**src/design/hps_pkg.sv**
```systemverilog
// Shared types and constants for the haptic pattern sequencer.
`timescale 1ns / 1ps
`default_nettype none

package hps_pkg;

  // Request opcodes.
  localparam logic [1:0] OP_TICK  = 2'd0;
  localparam logic [1:0] OP_START = 2'd1;
  localparam logic [1:0] OP_STOP  = 2'd2;
  localparam logic [1:0] OP_LOAD  = 2'd3;

  // Configuration register indexes.
  localparam logic CFG_PATTERN_LENGTH = 1'b0;
  localparam logic CFG_MAX_STRENGTH   = 1'b1;

  // Field widths fixed by the interface.
  localparam int unsigned LEN_W      = 5;
  localparam int unsigned LEVEL_W    = 8;
  localparam int unsigned IDX_W      = 4;
  localparam int unsigned DUR_IN_W   = 16;
  localparam int unsigned CFG_DATA_W = 8;

  // Reset value of the strength limit (full strength).
  localparam logic [LEVEL_W-1:0] MAX_STRENGTH_RST = 8'hFF;

  // One incoming request.
  typedef struct packed {
    logic [1:0]          opcode;
    logic [IDX_W-1:0]    entry_index;
    logic [LEVEL_W-1:0]  entry_magnitude;
    logic [DUR_IN_W-1:0] entry_duration;
  } in_req_t;

  // One result item.
  typedef struct packed {
    logic [LEVEL_W-1:0] drive_level;
    logic               drive_enable;
    logic               pattern_active;
    logic [IDX_W-1:0]   step_position;
    logic               step_started;
  } out_res_t;

endpackage

`default_nettype wire

```
**src/design/haptic_pattern_sequencer.sv**
```systemverilog
// Top level of the haptic pattern sequencer: step table, playback state and output skid.
`timescale 1ns / 1ps
`default_nettype none

// Plays a stored pattern of up to MAX_STEPS steps, each a magnitude and a duration in
// millisecond ticks. Every request (tick, start, stop or table load) produces exactly one
// result that shows the playback state after that request. A request is processed in the
// cycle it is accepted and its result is registered, so one request is taken every clock
// while in_stall is low. The step table is read ahead into registers that hold entry 0
// and the entry after the current step, so the limit is the update of the playback
// registers together with the level clip. A two-entry output buffer
// (result register plus skid register) lets a request be accepted while one result waits
// on out_stall; in_stall rises only when both entries are full. Configuration writes are
// taken at any time and are meant to be issued while no request is in flight.
module haptic_pattern_sequencer #(
  parameter int unsigned MAX_STEPS     = 16,
  parameter int unsigned DURATION_BITS = 16
) (
  input  wire                               clk,
  input  wire                               rst_n,
  // Request channel
  input  wire                               in_valid,
  output logic                              in_stall,
  input  wire hps_pkg::in_req_t             in_data,
  // Result channel
  output logic                              out_valid,
  input  wire                               out_stall,
  output hps_pkg::out_res_t                 out_data,
  // Configuration port
  input  wire                               cfg_we,
  input  wire                               cfg_index,
  input  wire [hps_pkg::CFG_DATA_W-1:0]     cfg_wdata
);

  import hps_pkg::*;

  // Width of a step index, and of the wider compare domain for index against length.
  localparam int unsigned PW  = (MAX_STEPS > 1) ? $clog2(MAX_STEPS) : 1;
  localparam int unsigned CW  = ((PW + 1) > (LEN_W + 1)) ? (PW + 1) : (LEN_W + 1);
  localparam int unsigned EIW = (PW > IDX_W) ? PW : IDX_W;
  localparam int unsigned DW  = DURATION_BITS;
  localparam logic [CW-1:0] MAX_STEPS_C = CW'(MAX_STEPS);

  // Step table, written by load requests and read ahead into registers.
  logic [LEVEL_W-1:0] mag_table [MAX_STEPS];
  logic [DW-1:0]      dur_table [MAX_STEPS];

  // Registered table reads: entry 0 for a start, the following entry for a tick.
  logic [LEVEL_W-1:0] first_mag_r, ahead_mag_r;
  logic [DW-1:0]      first_dur_r, ahead_dur_r;
  logic [PW-1:0]      pos_after;
  logic [PW-1:0]      ahead_idx;

  // Playback state.
  logic               running_r, running_nxt;
  logic [PW-1:0]      position_r, position_nxt;
  logic [DW-1:0]      ticks_r, ticks_nxt;
  logic [LEVEL_W-1:0] level_r, level_nxt;
  logic               started;

  // Configuration registers.
  logic [LEN_W-1:0]   pattern_length_r;
  logic [LEVEL_W-1:0] max_strength_r;

  // Output buffer.
  logic               out_valid_r, skid_valid_r;
  out_res_t           out_data_r, skid_data_r;
  out_res_t           res_nxt;

  logic               accept;
  logic [CW-1:0]      eff_len;
  logic [CW-1:0]      next_c;
  logic [PW-1:0]      step_idx;
  logic [LEVEL_W-1:0] step_mag;
  logic [DW-1:0]      step_dur;
  logic [LEVEL_W-1:0] step_level;
  logic [EIW-1:0]     load_idx_ext;
  logic               load_ok;
  logic [DW-1:0]      load_dur;
  logic               load_we;
  logic [PW-1:0]      load_addr;

  assign accept   = in_valid && !skid_valid_r;
  assign in_stall = skid_valid_r;

  // Effective length is the configured length capped at the table depth.
  always_comb begin
    eff_len = CW'(pattern_length_r);
    if (eff_len > MAX_STEPS_C) begin
      eff_len = MAX_STEPS_C;
    end
  end

  assign next_c = CW'(position_r) + CW'(1);

  // Start begins at step 0; a tick that ends a step begins the following one.
  assign step_idx   = (in_data.opcode == OP_START) ? '0 : next_c[PW-1:0];
  assign step_mag   = (in_data.opcode == OP_START) ? first_mag_r : ahead_mag_r;
  assign step_dur   = (in_data.opcode == OP_START) ? first_dur_r : ahead_dur_r;
  assign step_level = (step_mag > max_strength_r) ? max_strength_r : step_mag;

  // Playback state update for the current request.
  always_comb begin
    running_nxt  = running_r;
    position_nxt = position_r;
    ticks_nxt    = ticks_r;
    level_nxt    = level_r;
    started      = 1'b0;
    case (in_data.opcode)
      OP_TICK: begin
        if (running_r) begin
          if (ticks_r > DW'(1)) begin
            ticks_nxt = ticks_r - DW'(1);
          end else if (next_c >= eff_len) begin
            running_nxt  = 1'b0;
            position_nxt = '0;
            ticks_nxt    = '0;
            level_nxt    = '0;
          end else begin
            running_nxt  = 1'b1;
            position_nxt = step_idx;
            ticks_nxt    = (step_dur == '0) ? DW'(1) : step_dur;
            level_nxt    = step_level;
            started      = 1'b1;
          end
        end
      end
      OP_START: begin
        if (eff_len != '0) begin
          running_nxt  = 1'b1;
          position_nxt = '0;
          ticks_nxt    = (step_dur == '0) ? DW'(1) : step_dur;
          level_nxt    = step_level;
          started      = 1'b1;
        end else begin
          running_nxt  = 1'b0;
          position_nxt = '0;
          ticks_nxt    = '0;
          level_nxt    = '0;
        end
      end
      OP_STOP: begin
        running_nxt  = 1'b0;
        position_nxt = '0;
        ticks_nxt    = '0;
        level_nxt    = '0;
      end
      default: begin
        // Table loads leave the playing step untouched.
      end
    endcase
  end

  // Result seen after this request.
  always_comb begin
    logic [EIW-1:0] pos_ext;
    pos_ext                = EIW'(position_nxt);
    res_nxt.drive_level    = running_nxt ? level_nxt : '0;
    res_nxt.drive_enable   = running_nxt && (level_nxt != '0);
    res_nxt.pattern_active = running_nxt;
    res_nxt.step_position  = running_nxt ? pos_ext[IDX_W-1:0] : '0;
    res_nxt.step_started   = started;
  end

  // Playback and configuration registers.
  always_ff @(posedge clk) begin
    if (!rst_n) begin
      running_r        <= 1'b0;
      position_r       <= '0;
      ticks_r          <= '0;
      level_r          <= '0;
      pattern_length_r <= '0;
      max_strength_r   <= MAX_STRENGTH_RST;
    end else begin
      if (accept) begin
        running_r  <= running_nxt;
        position_r <= position_nxt;
        ticks_r    <= ticks_nxt;
        level_r    <= level_nxt;
      end
      if (cfg_we) begin
        unique case (cfg_index)
          CFG_PATTERN_LENGTH: pattern_length_r <= cfg_wdata[LEN_W-1:0];
          CFG_MAX_STRENGTH:   max_strength_r   <= cfg_wdata[LEVEL_W-1:0];
          default: ;
        endcase
      end
    end
  end

  // Table write; an index past the table is dropped.
  assign load_idx_ext = EIW'(in_data.entry_index);
  assign load_ok      = (CW'(in_data.entry_index) < MAX_STEPS_C);
  assign load_dur     = DW'(in_data.entry_duration);
  assign load_we      = accept && (in_data.opcode == OP_LOAD) && load_ok;
  assign load_addr    = load_idx_ext[PW-1:0];

  always_ff @(posedge clk) begin
    if (load_we) begin
      mag_table[load_addr] <= in_data.entry_magnitude;
      dur_table[load_addr] <= load_dur;
    end
  end

  // The entry after the step that is current once this edge has passed.
  assign pos_after = !rst_n ? '0 : (accept ? position_nxt : position_r);
  assign ahead_idx = pos_after + PW'(1);

  // Read-ahead registers; a load in the same cycle is passed straight through.
  always_ff @(posedge clk) begin
    if (load_we && (load_addr == '0)) begin
      first_mag_r <= in_data.entry_magnitude;
      first_dur_r <= load_dur;
    end else begin
      first_mag_r <= mag_table[0];
      first_dur_r <= dur_table[0];
    end
    if (load_we && (load_addr == ahead_idx)) begin
      ahead_mag_r <= in_data.entry_magnitude;
      ahead_dur_r <= load_dur;
    end else begin
      ahead_mag_r <= mag_table[ahead_idx];
      ahead_dur_r <= dur_table[ahead_idx];
    end
  end

  // Result register with a skid entry behind it.
  always_ff @(posedge clk) begin
    if (!rst_n) begin
      out_valid_r  <= 1'b0;
      skid_valid_r <= 1'b0;
    end else if (!out_valid_r || !out_stall) begin
      out_valid_r  <= skid_valid_r || accept;
      skid_valid_r <= 1'b0;
    end else if (accept) begin
      skid_valid_r <= 1'b1;
    end
  end

  always_ff @(posedge clk) begin
    if (!out_valid_r || !out_stall) begin
      out_data_r <= skid_valid_r ? skid_data_r : res_nxt;
    end else if (accept) begin
      skid_data_r <= res_nxt;
    end
  end

  assign out_valid = out_valid_r;
  assign out_data  = out_data_r;

endmodule

`default_nettype wire

```
**config.mk**
```make
export PLATFORM = sky130hd
export DESIGN_NAME = haptic_pattern_sequencer
export DESIGN_NICKNAME = d
export VERILOG_FILES = /design/src/design/hps_pkg.sv /design/src/design/haptic_pattern_sequencer.sv
export SDC_FILE = /design/constraint.sdc
export NUM_CORES = 1
export LEC_CHECK = 0
export ABC_AREA = 1
export BUFFER_PORTS_ARGS = -buffer_cell sky130_fd_sc_hd__buf_2
export CAP_MARGIN = 40
export CORE_ASPECT_RATIO = 0.75
export CORE_MARGIN = 3
export CORE_UTILIZATION = 50
export DETAILED_ROUTE_END_ITERATION = 16
export PLACE_DENSITY_LB_ADDON = 0.15
export RECOVER_POWER = 25
export SKIP_CTS_REPAIR_TIMING = 1
export SLEW_MARGIN = 20
export SYNTH_ARGS = -nofsm -noshare
export SYNTH_HDL_FRONTEND = slang
export SYNTH_SLANG_ARGS = --single-unit
```
**constraint.sdc**
```tcl
create_clock -name clk -period 4.05 [get_ports clk]
set_input_delay 0.2025 -clock clk [delete_from_list [all_inputs] [get_ports clk]]
set_output_delay 0.2025 -clock clk [all_outputs]
set_load 0.03 [all_outputs]
```
==> flow_metrics.py <==
metrics = {
    "global_routing": {
        "first_global_vias": 13240,
        "gr-total-overflow": 0,
        "grt_start_max_net_pins": 98,
        "grt_usage_pct": 24.03,
        "grt_pass1_wl_um": 78710,
        "antenna_found_initial": 1,
    },
    "setup_path": {
        "critPathLaunchType": "register",
        "cp.required_ns": 4.37,
        "r2r_cells": 22,
        "cp.arrival_ns": 4.01,
        "crit_fanout": 97,
        "cp-end-kind": "register",
        "path_class": "register to register",
    },
    "power_and_ir_drop": {
        "vdd_drop_max_uv": 310.3,
        "power.density_mw_per_mm2": 473.0,
        "power_w": 0.01062,
        "p_leak_nw": 8.690,
    },
    "route": {
        "drc_errors": 0,
        "vias": 14040,
        "post_drt_wl_per_cell_um": 20.09,
        "drtPass1Iterations": 5,
        "route.met2.wl_um": 22800,
        "wl_met1_um": 23490,
        "wl_met3_um": 3498,
        "top_layer": "met5",
        "via_per_inst": 5.561,
        "antenna_left": 0,
        "dr.first_iter.drc_count": 1283,
        "wl_um": 50710,
    },
    "job": {
        "cap_viol_max_count": 0,
    },
    "placement": {
        "dp_hpwl_um": 28670,
        "placed_area_sq_mm": 0.02096,
        "io_buffers": 60,
        "gp_congestion": 0.9198,
    },
    "logic_synthesis": {
        "synthCells": 1920,
        "ys_ff_latch": 462,
        "async_reset_ff_share_pct": 0,
        "synth_nets": 1985,
        "synth_top_area_cell": "edfxtp_1",
        "synth_top_area_share_pct": 62.30,
        "yosysMostFrequentCell": "nand2_1",
        "syn_avg_cell_area_sq_um": 10.39,
        "synth.distinct_cells": 43,
        "synthFlopType": "edfxtp_1",
        "yosysSeqAreaShare_pct": 67.11,
        "synth_edf_count": 414,
        "synth_area_leaders": "edfxtp_1 (62%), nand2_1 (13%), nand3_1 (8.2%)",
        "syn-cell-area_sq_mm": 0.01996,
        "synth_common_cells": "nand2_1 (689), edfxtp_1 (414), nand3_1 (326)",
        "yosysWarnings": 0,
    },
    "clock_network": {
        "cts_made_buffers": 45,
        "tritoncts": "done",
        "clkTransAtPathRegs_ns": 0.06,
        "htree_levels": 2,
        "cts_buffer_depth": 3,
        "cts_root_buf": "clkbuf_16",
        "cts_sinks": 462,
        "clock_latency_ns": 0.56,
    },
    "layout": {
        "fillers": 3274,
        "final_cell_area_sq_mm": 0.02245,
        "drive_gt1_share_pct": 9.692,
        "area_growth_pct": 12.50,
        "diodes": 0,
        "final_nets": 2046,
    },
    "sta": {
        "max_slew.worst_pin.slew_ns": 0.7710,
        "tns_ns": 0,
        "relSlewSlack_pct": 48.60,
        "skew_ns": 0.02246,
        "final_hold_viol_count": 0,
        "setup_viol": 0,
        "grt_setup_unrepaired": "false",
        "period_share_pct": 91.11,
        "period_needed_ns": 3.690,
        "slew_violations": 0,
        "max_freq_ghz": 0.2710,
    },
    "outcome": {
        "status": "completed",
    },
    "floorplan": {
        "die_h_um": 179.0,
        "placementRows": 62,
        "die-area_sq_mm": 0.04237,
        "fp.dieW_um": 236.7,
        "io_pins": 61,
        "core_area_sq_mm": 0.03886,
        "start_util_pct": 51.35,
    },
    "min_path": {
        "min_path_cells": 2,
        "hp-class": "primary input to register",
    },
}
==> final timing paths <==
check / slack, ns / start / endpoint
setup / recovery: 0.36 / register / out_data[6]$_DFFE_PP_
hold / removal: 0.03 / out_stall / out_data[0]$_DFFE_PP_
setup reg to reg: 0.36 / register / out_data[6]$_DFFE_PP_
hold reg to reg: 0.49 / pattern_length_r[0]$_SDFFE_PN0P_ / pattern_length_r[0]$_SDFFE_PN0P_
==> report_power, final <==
group | internal [W] | switching, W | total (W)
clock | 0.00231 | 0.00173 | 0.00404
combinational | 0.000383 | 0.000889 | 0.00127
sequential | 0.00526 | 0.0000457 | 0.00531
==> critical path, stage by stage (launching register included) <==
cell and delay, ns:
dfxtp_4 0.39, buf_12 0.34, nand2_1 0.12, nand3_1 0.11, nand3_1 0.08, nand2_1 0.10, nand2_1 0.05, nand3_1 0.14
and2_1 0.14, ha_1 0.23, a21oi_1 0.13, o21a_1 0.14, nand2_1 0.05, nand2_1 0.27, inv_1 0.19, nand2_1 0.10
nand2_1 0.08, a21boi_2 0.24, nand2_1 0.12, nor2_1 0.15, nand2_1 0.07, nand2_1 0.05, nand2_1 0.04
==> placed cells by master (no fill, tap or decap), drive strengths merged, types with 21 or more instances in the layout <==
master,count
o21ai,45
ha,21
nand3,327
edfxtp,414
inv,80
buf,85
dfxtp,48
nand2,691
a21oi,28
clkbuf,80
nor2,82
==> per-layer routing <==
metal | global-route usage, % | vias up
met2 | 37.71 | 469
met4 | 5.564 | 2
met1 | 35.59 | 6782
met5 | 0 | -
li1 | - | 6714
met3 | 3.752 | 69
==> through the flow <==
step / setup slack [ns] / util, % / hold slack, ns / cells
2_1_floorplan: 0.9808 / - / 0.3014 / 1920
3_3_place_gp: 0.3891 / 53.83 / 0.4258 / 2433
3_5_place_dp: 0.3552 / 53.93 / 0.4427 / 2435
4_1_cts: 0.3403 / 57.50 / -0.1490 / 2513
5_1_grt: 0.03344 / 57.77 / 0.02855 / 2524
6_report: 0.3599 / 57.77 / 0.02992 / 2524
==> logic make-up (layout without fill, tap and decap cells) <==
| group | Yosys count | in the layout | share of synthesized area (%) |
|---|---|---|---|
| and+or+nand+nor | 1127 | 1127 | 23.70 |
| DFF | 462 | 462 | 67.11 |
| buffers and inverters | 177 | 269 | 3.524 |
| AOI/OAI and AO/OA | 120 | 120 | 3.775 |
| adders and majority gates | 21 | 21 | 1.317 |
| xor gates and xnor gates | 13 | 13 | 0.5706 |
==> state kept, by name, summed over array words and instances (netlist names), named ones only <==
name and flops:
skid_data_r 15, pattern_length_r 5, level_r 8, in_stall 1, ticks_r 16, dur_table 256
out_valid 1, mag_table 128, running_r 1, position_r 4, out_data 15, max_strength_r 8
==> layout make-up <==
class	instances	area, sq um	share of cell area [%]
clock buffer	63	1234	5.495
clock inverter	15	155.1	0.6911
inverter	79	306.5	1.365
multi-input combinational	1281	5969	26.59
sequential	462	13400	59.69
tap	512	640.6	2.853
timing repair buffer	112	743.2	3.310
No activity file was read; power rests on OpenSTA's default activity.
